===== config.mk =====
export PLATFORM = sky130hd
export DESIGN_NAME = lcd_scanline_mode_timer
export DESIGN_NICKNAME = d
export VERILOG_FILES = /design/src/sv/lsmt_pkg.sv /design/src/sv/lcd_scanline_mode_timer.sv /design/src/sv/lsmt_step.sv
export SDC_FILE = /design/constraint.sdc
export NUM_CORES = 1
export LEC_CHECK = 0
export BUFFER_PORTS_ARGS = -buffer_cell sky130_fd_sc_hd__buf_2
export CAP_MARGIN = 25
export CORE_ASPECT_RATIO = 0.5
export CORE_MARGIN = 2
export CORE_UTILIZATION = 40
export DETAILED_ROUTE_END_ITERATION = 8
export GPL_TIMING_DRIVEN = 0
export SYNTH_ARGS = -nofsm -noshare
export SYNTH_HDL_FRONTEND = slang
export SYNTH_SLANG_ARGS = --single-unit

===== constraint.sdc =====
create_clock -name clk -period 2.1 [get_ports clk]
set_input_delay 0.105 -clock clk [delete_from_list [all_inputs] [get_ports clk]]
set_output_delay 0.105 -clock clk [all_outputs]
set_load 0.02 [all_outputs]

===== src/sv/lsmt_pkg.sv =====
`default_nettype none
// ----------------------------------------------------------------------------
// lsmt_pkg: shared types for the LCD scanline mode timer
// Beat payloads, timer state and the display mode codes.
// ----------------------------------------------------------------------------
package lsmt_pkg;

  // Width of the per-line cycle down-counter
  localparam int LineCntW = 9;

  typedef enum logic [1:0] {
    MODE_HBLANK = 2'd0,
    MODE_VBLANK = 2'd1,
    MODE_OAM    = 2'd2,
    MODE_XFER   = 2'd3
  } lcd_mode_t;

  typedef struct packed {
    logic [7:0] cycles;
    logic       lcd_on;
    logic [7:0] compare_line;
    logic       irq_on_coincidence;
    logic       irq_on_oam;
    logic       irq_on_vblank;
    logic       irq_on_hblank;
    logic       hdma_hblank_active;
  } in_item_t;

  typedef struct packed {
    logic [7:0] current_line;
    lcd_mode_t  lcd_mode;
    logic       coincidence;
    logic       stat_irq;
    logic       vblank_irq;
    logic       render_line;
    logic [7:0] rendered_line;
    logic       hdma_chunk;
  } out_item_t;

  typedef struct packed {
    logic [LineCntW-1:0] line_cycles_left;
    logic [7:0]          line_number;
    logic                prev_status_level;
    logic                hdma_done_this_line;
  } timer_state_t;

endpackage
`default_nettype wire


===== src/sv/lcd_scanline_mode_timer.sv =====
`default_nettype none
// An input beat reaches its result beat through the input register, then the
// result register.
// Throughput: one beat per cycle while out_ready holds; the timer state
// updates as each item moves from the input register to the result register.
// Reset: rst_n clears both stages and loads a full line count at line 0.
// ----------------------------------------------------------------------------
// lcd_scanline_mode_timer: scanline timer of an LCD controller
// Tracks line and per-line cycles, reports mode, STAT and VBlank pulses,
// line render requests and HBlank DMA chunk requests.
// ----------------------------------------------------------------------------
module lcd_scanline_mode_timer #(
  parameter int CYCLES_PER_LINE = 456,
  parameter int VISIBLE_LINES   = 144,
  parameter int LAST_LINE       = 153,
  parameter int OAM_CYCLES      = 82,
  parameter int TRANSFER_CYCLES = 172
) (
  input  wire                      clk,
  input  wire                      rst_n,
  input  wire                      in_valid,
  output logic                     in_ready,
  input  wire  lsmt_pkg::in_item_t in_data,
  output logic                     out_valid,
  input  wire                      out_ready,
  output lsmt_pkg::out_item_t      out_data
);
  import lsmt_pkg::*;

  logic         s1_valid_r;
  in_item_t     s1_data_r;
  timer_state_t st_r;
  timer_state_t st_nxt;
  out_item_t    res;
  logic         out_valid_r;
  out_item_t    out_data_r;
  logic         advance;

  // Move the held item on when the result register is free or draining
  assign advance  = s1_valid_r && (!out_valid_r || out_ready);
  assign in_ready = !s1_valid_r || advance;

  lsmt_step #(
    .CYCLES_PER_LINE(CYCLES_PER_LINE),
    .VISIBLE_LINES  (VISIBLE_LINES),
    .LAST_LINE      (LAST_LINE),
    .OAM_CYCLES     (OAM_CYCLES),
    .TRANSFER_CYCLES(TRANSFER_CYCLES)
  ) u_step (
    .item  (s1_data_r),
    .st    (st_r),
    .st_nxt(st_nxt),
    .res   (res)
  );

  // Control and timer state
  always_ff @(posedge clk) begin
    if (!rst_n) begin
      s1_valid_r                 <= 1'b0;
      out_valid_r                <= 1'b0;
      st_r.line_cycles_left      <= LineCntW'(CYCLES_PER_LINE);
      st_r.line_number           <= 8'd0;
      st_r.prev_status_level     <= 1'b0;
      st_r.hdma_done_this_line   <= 1'b0;
    end else begin
      if (in_ready) begin
        s1_valid_r <= in_valid;
      end
      if (advance) begin
        st_r        <= st_nxt;
        out_valid_r <= 1'b1;
      end else if (out_ready) begin
        out_valid_r <= 1'b0;
      end
    end
  end

  // Payload registers
  always_ff @(posedge clk) begin
    if (in_valid && in_ready) begin
      s1_data_r <= in_data;
    end
    if (advance) begin
      out_data_r <= res;
    end
  end

  assign out_valid = out_valid_r;
  assign out_data  = out_data_r;

`ifndef NO_ASSERTIONS
  // Line counter never empties and never exceeds a full line
  a_cnt_range: assert property (@(posedge clk) disable iff (!rst_n)
    st_r.line_cycles_left != '0 &&
    st_r.line_cycles_left <= LineCntW'(CYCLES_PER_LINE))
    else $error("line cycle counter out of range");

  // VBlank pulse only with the line at the first blank line
  a_vbl_line: assert property (@(posedge clk) disable iff (!rst_n)
    out_valid_r && out_data_r.vblank_irq |->
    out_data_r.current_line == 8'(VISIBLE_LINES))
    else $error("vblank pulse on wrong line");

  // Rendered line is visible, and zero when nothing is drawn
  a_render: assert property (@(posedge clk) disable iff (!rst_n)
    out_valid_r |->
    (out_data_r.render_line && out_data_r.rendered_line < 8'(VISIBLE_LINES)) ||
    (!out_data_r.render_line && out_data_r.rendered_line == 8'd0))
    else $error("rendered line inconsistent");

  // DMA chunks only in HBlank
  a_chunk_mode: assert property (@(posedge clk) disable iff (!rst_n)
    out_valid_r && out_data_r.hdma_chunk |-> out_data_r.lcd_mode == MODE_HBLANK)
    else $error("hdma chunk outside hblank");

  // A stalled item stays held in the input register
  a_hold: assert property (@(posedge clk) disable iff (!rst_n)
    s1_valid_r && !advance |=> s1_valid_r)
    else $error("held item dropped");
`endif

endmodule
`default_nettype wire


===== src/sv/lsmt_step.sv =====
`default_nettype none
// ----------------------------------------------------------------------------
// lsmt_step: one timer update
// Derives mode, coincidence and STAT edge from the current state, then counts
// cycles down, advancing the line as it runs out; display off holds line 0.
// ----------------------------------------------------------------------------
module lsmt_step #(
  parameter int CYCLES_PER_LINE = 456,
  parameter int VISIBLE_LINES   = 144,
  parameter int LAST_LINE       = 153,
  parameter int OAM_CYCLES      = 82,
  parameter int TRANSFER_CYCLES = 172
) (
  input  wire  lsmt_pkg::in_item_t     item,
  input  wire  lsmt_pkg::timer_state_t st,
  output lsmt_pkg::timer_state_t       st_nxt,
  output lsmt_pkg::out_item_t          res
);
  import lsmt_pkg::*;

  localparam int OamEdge   = CYCLES_PER_LINE - OAM_CYCLES;
  localparam int XferEdge  = OamEdge - TRANSFER_CYCLES;
  // A threshold at or below zero is always met
  localparam logic [LineCntW-1:0] OamEdgeU  = LineCntW'(OamEdge);
  localparam logic [LineCntW-1:0] XferEdgeU = (XferEdge <= 0) ? '0 : LineCntW'(XferEdge);
  localparam logic [LineCntW-1:0] LineReload = LineCntW'(CYCLES_PER_LINE);
  localparam logic [7:0] VisLines = 8'(VISIBLE_LINES);
  localparam logic [7:0] LastLine = 8'(LAST_LINE);

  logic      visible;
  lcd_mode_t mode;
  logic      match;
  logic      level;
  logic      chunk;
  logic      expire;
  logic [7:0] line_inc;

  always_comb begin
    // Derive mode from line and remaining cycles
    visible = st.line_number < VisLines;
    if (!visible) begin
      mode = MODE_VBLANK;
    end else if (st.line_cycles_left >= OamEdgeU) begin
      mode = MODE_OAM;
    end else if (st.line_cycles_left >= XferEdgeU) begin
      mode = MODE_XFER;
    end else begin
      mode = MODE_HBLANK;
    end

    match = st.line_number == item.compare_line;
    level = (match && item.irq_on_coincidence) ||
            (mode == MODE_OAM && item.irq_on_oam) ||
            (mode == MODE_VBLANK && item.irq_on_vblank) ||
            (mode == MODE_HBLANK && item.irq_on_hblank);

    // One HBlank DMA chunk per visible line
    chunk = item.hdma_hblank_active && mode == MODE_HBLANK && visible &&
            !st.hdma_done_this_line;

    expire   = {1'b0, item.cycles} >= st.line_cycles_left;
    line_inc = st.line_number + 8'd1;

    st_nxt                     = st;
    st_nxt.prev_status_level   = level;
    st_nxt.hdma_done_this_line = st.hdma_done_this_line | chunk;

    res               = '0;
    res.lcd_mode      = mode;
    res.coincidence   = match;
    res.stat_irq      = level && !st.prev_status_level;
    res.hdma_chunk    = chunk;

    // Count down; finish the line when the time runs out
    if (expire) begin
      st_nxt.line_cycles_left    = LineReload;
      st_nxt.hdma_done_this_line = 1'b0;
      if (visible) begin
        res.render_line   = 1'b1;
        res.rendered_line = st.line_number;
      end
      if (line_inc == VisLines) begin
        res.vblank_irq      = 1'b1;
        st_nxt.line_number  = line_inc;
      end else if (line_inc > LastLine) begin
        st_nxt.line_number  = 8'd0;
      end else begin
        st_nxt.line_number  = line_inc;
      end
    end else begin
      st_nxt.line_cycles_left = st.line_cycles_left - {1'b0, item.cycles};
    end
    res.current_line = st_nxt.line_number;

    // Display off: hold line 0 in vblank, keep the DMA flag
    if (!item.lcd_on) begin
      st_nxt.line_cycles_left    = LineReload;
      st_nxt.line_number         = 8'd0;
      st_nxt.prev_status_level   = 1'b0;
      st_nxt.hdma_done_this_line = st.hdma_done_this_line;
      res                        = '0;
      res.lcd_mode               = MODE_VBLANK;
    end
  end

endmodule
`default_nettype wire

Yosys cells after proc, flatten, opt, wreduce, memory -nomap -nowiden
Index checks and enable logic that the tools add are counted.
{ "totals": {"register_bits": 66, "inputBits": 26} }
{ "classes": {"eq_ne": 4, "addsub": 2, "n_lt_le_gt_ge": 5, "bitwise_logic": 1, "reduce_logical": 24, "muxes": 13} }
{ "op_table": {"columns": ["op", "n"], "rows": [
  ["2-to-1 mux 8 bit", 3],
  ["2-to-1 mux 19 bit", 1],
  ["2-to-1 mux 9 bit", 2],
  ["logical AND 1 bit", 10],
  ["greater-or-equal comparator 8 x 9 -> 1 bit", 1],
  ["greater-or-equal comparator 9 x 8 -> 1 bit, second input constant", 1],
  ["greater-or-equal comparator 9 bit, second input constant", 1],
  ["subtractor 9 x 8 -> 9 bit", 1],
  ["adder 8 x 1 -> 8 bit, second input constant", 1],
  ["== test 8 bit", 1],
  ["== test 8 bit, second input constant", 1],
  ["> comparator 8 bit, second input constant", 1],
  ["< comparator 8 bit, second input constant", 1],
  ["2-to-1 mux 2 bit", 3],
  ["logical OR 1 bit", 5],
  ["zero test 1 bit", 4],
  ["2-to-1 mux 1 bit", 4],
  ["AND reduction 2 bit", 2],
  ["AND reduction 3 bit", 1],
  ["== test 2 x 1 -> 1 bit, second input constant", 1],
  ["== test 2 bit, second input constant", 1],
  ["zero test 2 bit", 1],
  ["nonzero test 2 bit", 1],
  ["OR 1 bit", 1]
]} }

Depth between registers and ports, before layout
{ "logic_depth": {"word_depth": 11, "depth_mapped": 10, "mapped_depth_nobuf": 10} }

Cells and area by module
From an unflattened synthesis, not the netlist that was laid out.
{ "unflattened": {"cells_unflattened": 335, "hier_area_um2": 3519.6} }
{ "modules_own_cells": {"columns": ["mod", "area_per_inst_um2", "instances", "seq_area_each_um2", "cells_each"], "rows": [
  ["lcd_scanline_mode_timer", 2217.1, 1, 1771.7, 137],
  ["lsmt_step", 1302.5, 1, 0.0, 198]
]} }

Worst setup path before layout
OpenSTA, ideal clock, no wires.
{ "synth_timing": {"path_type": "register to register", "from": "register s1_data_r[15] in the netlist's numbering", "to": "register out_data_r (netlist bit out_data[21]) (data pin)", "setup_ns": 0.154, "path_slack_ns": -0.172, "n_path_buf": 1, "arrival_time_ns": 2.118, "required_time_ns": 1.946, "stages_incl_launch_ff": 10, "cell_sequence": "edfxtp_1 inv_1 ha_1 nor2b_1 o2111ai_1 nand4_2 and2_1 buf_2 or3_1 a31oi_1"} }
{ "synth_via": {"elab_chain_len": 2} }
{ "synth_rtl": {"columns": ["item", "line_no", "rtl"], "rows": [
  ["from (decl)", "lcd_scanline_mode_timer.sv:31", "in_item_t s1_data_r;"],
  ["from (signal assigned)", "lcd_scanline_mode_timer.sv:81", "s1_data_r <= in_data;"],
  ["greater-or-equal comparator 8 x 9 -> 1 bit", "lsmt_step.sv:61", "expire = {1'b0, item.cycles} >= st.line_cycles_left;"],
  ["2-to-1 mux 8 bit", "lsmt_step.sv:75", "if (expire) begin"],
  ["to (signal assigned)", "lcd_scanline_mode_timer.sv:84", "out_data_r <= res;"],
  ["to (decl)", "lcd_scanline_mode_timer.sv:36", "out_item_t out_data_r;"]
]} }
No other way between the ends.
A chain may end at the register's enable or synchronous reset.

Worst setup path after layout
{ "layout_timing": {"from": "register st_r[2] in the netlist's numbering", "to": "register out_data_r (netlist bit out_data[22]) (data pin)"} }
{ "layout_via": {"elab_chain_len": 5, "word_cells_on_any_way": 6} }
{ "layout_rtl": {"columns": ["item", "line_no", "rtl"], "rows": [
  ["from (decl)", "lcd_scanline_mode_timer.sv:32", "timer_state_t st_r;"],
  ["from (signal assigned)", "lcd_scanline_mode_timer.sv:70", "st_r <= st_nxt;"],
  ["adder 8 x 1 -> 8 bit (*)", "lsmt_step.sv:62", "line_inc = st.line_number + 8'd1;"],
  ["> comparator 8 bit", "lsmt_step.sv:85", "end else if (line_inc > LastLine) begin"],
  ["2-to-1 mux 8 bit", "lsmt_step.sv:85", null],
  ["2-to-1 mux 8 bit (*)", "lsmt_step.sv:82", "if (line_inc == VisLines) begin"],
  ["2-to-1 mux 8 bit (*)", "lsmt_step.sv:75", null]
]} }
Mark *: on every way between the ends. The rest lies on a longest branch, timed or not.

==> results.txt <==
Dividing total power by cell area gives a power density of 696 nW/um^2. The core region is 8030 um^2. Buffers placed on the I/O ports in this run total 50. The clock arrives with 0.00603 ns of skew. In the detailed route, the total length drawn on met3 is 570 um. The final net count came out at 475. Total power for the finished layout comes to 3.43 mW. For this design the top-level I/O count stands at 51.

The run finished, with violations left. The initial antenna violation count was 0; the die span in x was 133 um. Entering global routing, the biggest net connects 23 pins. In this run switching power makes up 23.0% of total power. The run gives 4.62 mm as the met2 layer wire length in the routed design. The highest cell delay on the worst timing path works out to 0.36 ns. Cells with a size suffix above 1 make up 39.7% of the layout.

The H-tree generated during clock tree synthesis spans 3 levels. The congestion estimate from routability-driven global placement came to 0.892. The root cell of the clock tree was sky130_fd_sc_hd__clkbuf_16. Derived from the worst setup path, the maximum achievable clock frequency is 460 MHz.

The library cells used most frequently in the layout, excluding fill and tap cells, are sky130_fd_sc_hd__buf_2, sky130_fd_sc_hd__edfxtp_1, sky130_fd_sc_hd__buf_4. Counting stages on the worst path, the most repeated cell is sky130_fd_sc_hd__buf_6. The met1 routed wirelength after detailed routing is 3.98 mm. The sum of overflow across all layers after global routing came out at 0. The final reports fail on negative setup slack. The number of synthesized register bits came out at 66.

TritonCTS built the clock tree. The tools report the number of nets with antenna violations after routing as 0. For this configuration, the core starts out at a cell density of 41.4%. The run gives 9.34 mm as the total wire length. The setup path with the least slack is of type register to register.

The highest metal layer with signal wires is met4. The leakage power of the design was 1.89 nW. Counting flops with a built-in enable in the synthesized netlist gives 45.

The post-layout worst setup margin was -0.0740 ns; the overall die height was 68.5 um. The number of standard-cell rows in the floorplan came out at 23. Measured against its own limit, the worst slew margin works out to 66.6%. Synthesized netlist cell count: 320. For this run, the register share of the synthesized area comes to 53.3%. The deepest clock path buffer count was 2; the combined area of all synthesized cells was 3320 um^2.

For this run, the total global-route usage over all layers was measured as 20.3%. Setup repair after global routing could not meet its margin everywhere. The number of sinks on the clock net is 66.

The via count was 2979; the power share of the combinational group was 11.0%. Timing analysis after detailed placement gives a worst setup slack of -0.522 ns. Critical path launch point type: a register.

The number of antenna diodes in the final layout is 0. After detailed routing, the number of vias per cell comes to 5.37. The clock reaches the later pin of the worst-skew pair after 0.34 ns.

Number of max-slew violations in the final report: 0. Setup violations remaining at the end of the flow were counted as 4. For this block, the initial DRC count from the detailed router was 234.

For this design the total switching power over the nets is 790 uW. A synthesized cell averages 10.4 um^2. Counting every net in the synthesized netlist gives 357. The share of total power in sequential cells is 42.9%. Most common library cell in the layout ignoring fill and taps: sky130_fd_sc_hd__buf_2. The logs give 2.26 ns for the worst endpoint data arrival time and 0 for the number of warnings issued by yosys.

For the number of iterations in the first detailed-routing pass, the log shows 4. Dividing the final minimum period by the clock period gives 104%. The clock slew at the register clock pins of the worst setup and hold paths works out to 0.05 ns. After detailed routing, the average wire length per cell comes to 16.8 um. The run gives 13.7 mm as the global-route wire length before repair. Among all flip-flop cells after synthesis, the most frequent one is sky130_fd_sc_hd__edfxtp_1. The sum of net half-perimeters after detailed placement was 5.72 mm. The full die area was 9100 um^2; the synthesis-to-finish area growth was 48.4%. The maximum ir drop on the vdd rail was 0.415 mV; the post-detailed-route DRC marker count was 0. The share of total power in the clock network is 46.1%, and the via count of the first global-routing pass is 2755. The critical path capture point type was a register.

After layout, the minimum clock period comes to 2.17 ns. For the worst setup path, the data required time is 2.18 ns. Number of endpoints with negative hold slack in the final report: 0. Yosys mapped the design onto 53 distinct sky130hd cell types. The number of inserted filler cells in the final layout came out at 659. The critical path contains buffers and inverters numbering 3 combined.

The library cell contributing the largest single delay on the critical path is sky130_fd_sc_hd__dfxtp_2. Traced cell by cell, the critical path runs through buf_6 -> buf_4 -> nand4b_1 -> a21oi_1 -> o2111a_1 -> o22a_1 -> buf_6 -> nor2_1 -> o31a_1. The slew at the pin with the worst max-slew slack came out at 0.497 ns.

The total internal power was 2.64 mW. The worst min-delay path class is primary input to register. Of all nets on the critical path, the largest fanout is 7.

The family of cells with the greatest summed delay on the critical path is compound AO/OA/AOI/OAI gates. Counting flops with an async set or reset pin after synthesis yields a share of 0%. The tool flagged a number of max-cap violations equal to 0.

Clock tree synthesis inserted a total of 9 buffers.
timing repair:
action,in CTS,in global routing
gates cloned,1,1
buffers inserted,16,18
hold endpoints to repair,23,0
endpoints found under the setup margin,31,27
resized for setup,35,52
hold buffers,23,0
pin swaps,11,31
power groups by stage:
stage                     sequential [mW]  combinational (mW)  clock (mW)
final                                1.47               0.377        1.58
after global routing                 1.48               0.412        1.67
after CTS                            1.47               0.346        1.61
after detailed placement             1.50               0.271           0
after global placement               1.50               0.262           0
after floorplan                      1.52               0.158           0
sequential cells by signal (all words and copies together), names as in the netlist:
signal	count
s1_data_r	22
st_r	19
s1_valid_r	1
out_valid	1
out_data	23
per-stage QoR:
step | hold WS [ns] | setup TNS [ns] | util [%] | area, um^2 | instances
2_1_floorplan | 0.167 | -0.0241 | - | 3360 | 320
3_3_place_gp | 0.281 | -6.59 | 46.8 | 3750 | 482
3_5_place_dp | 0.283 | -7.77 | 46.8 | 3750 | 482
4_1_cts | 0.00751 | -0.420 | 57.1 | 4590 | 537
5_1_grt | 0.0170 | -0.756 | 61.4 | 4930 | 555
6_report | 0.0176 | -0.190 | 61.4 | 4930 | 555
area by class of cell:
cell class              count  area (um^2)  share of cell area, %
well taps                 112          140                   2.84
plain buffers              13          108                   2.18
repair buffers            108          773                   15.7
flip-flops and latches     66         1780                   36.2
multi-input cells         219         1720                   34.8
inverters                  20         80.1                   1.62
clock inverters             5         60.1                   1.22
clock buffers              11          264                   5.35
repair inverters            1         7.51                  0.152
final timing paths:
kind / from / to / slack, ns / cells after the start
worst max-delay path: st_r[2] / out_data[22] / -0.07 / 9
worst max register to register: st_r[2] / out_data[22] / -0.07 / 9
worst min-delay path: rst_n / st_r[13] / 0.02 / 2
worst min register to register: st_r[1] / st_r[1] / 0.49 / 2
cell families (layout without fill, tap and decap cells):
family                   count (synthesis)  after routing  synth area share (%)
flip-flops                              66             66                  53.3
AND/OR/NAND/NOR                        114            114                  16.7
XOR/XNOR                                12             12                  3.16
adder cells (fa/ha/maj)                 11             11                  4.37
AO/OA/AOI/OAI                           82             82                  17.3
buffers and inverters                   35            158                  5.19
metal layers:
metal | GRT usage (%) | up-vias
met1 | 24.5 | 1446
li1 | - | 1416
met5 | 0 | -
met4 | 9.14 | 0
met3 | 5.48 | 17
met2 | 35.1 | 100
cell usage after synthesis (4+ instances only):
| cell type | number | area share, % |
|---|---|---|
| sky130_fd_sc_hd__a31oi_1 | 4 | 0.75 |
| sky130_fd_sc_hd__nand2_1 | 29 | 3.3 |
| sky130_fd_sc_hd__ha_1 | 10 | 3.8 |
| sky130_fd_sc_hd__o211ai_1 | 4 | 0.90 |
| sky130_fd_sc_hd__and2_1 | 8 | 1.5 |
| sky130_fd_sc_hd__nand3_1 | 14 | 2.1 |
| sky130_fd_sc_hd__o21ai_0 | 10 | 1.5 |
| sky130_fd_sc_hd__dfxtp_1 | 21 | 13 |
| sky130_fd_sc_hd__a21o_1 | 11 | 2.5 |
| sky130_fd_sc_hd__nand4_1 | 5 | 0.94 |
| sky130_fd_sc_hd__nor2_1 | 25 | 2.8 |
| sky130_fd_sc_hd__nor3_1 | 19 | 2.9 |
| sky130_fd_sc_hd__edfxtp_1 | 45 | 41 |
| sky130_fd_sc_hd__inv_1 | 19 | 2.1 |
| sky130_fd_sc_hd__a211oi_1 | 6 | 1.4 |
| sky130_fd_sc_hd__buf_2 | 9 | 1.4 |
| sky130_fd_sc_hd__o31a_1 | 4 | 1.1 |
| sky130_fd_sc_hd__xnor2_1 | 11 | 2.9 |
| sky130_fd_sc_hd__a21oi_1 | 18 | 2.7 |
| sky130_fd_sc_hd__buf_6 | 4 | 1.4 |
Note: power is estimated with default switching activity, not from simulation.
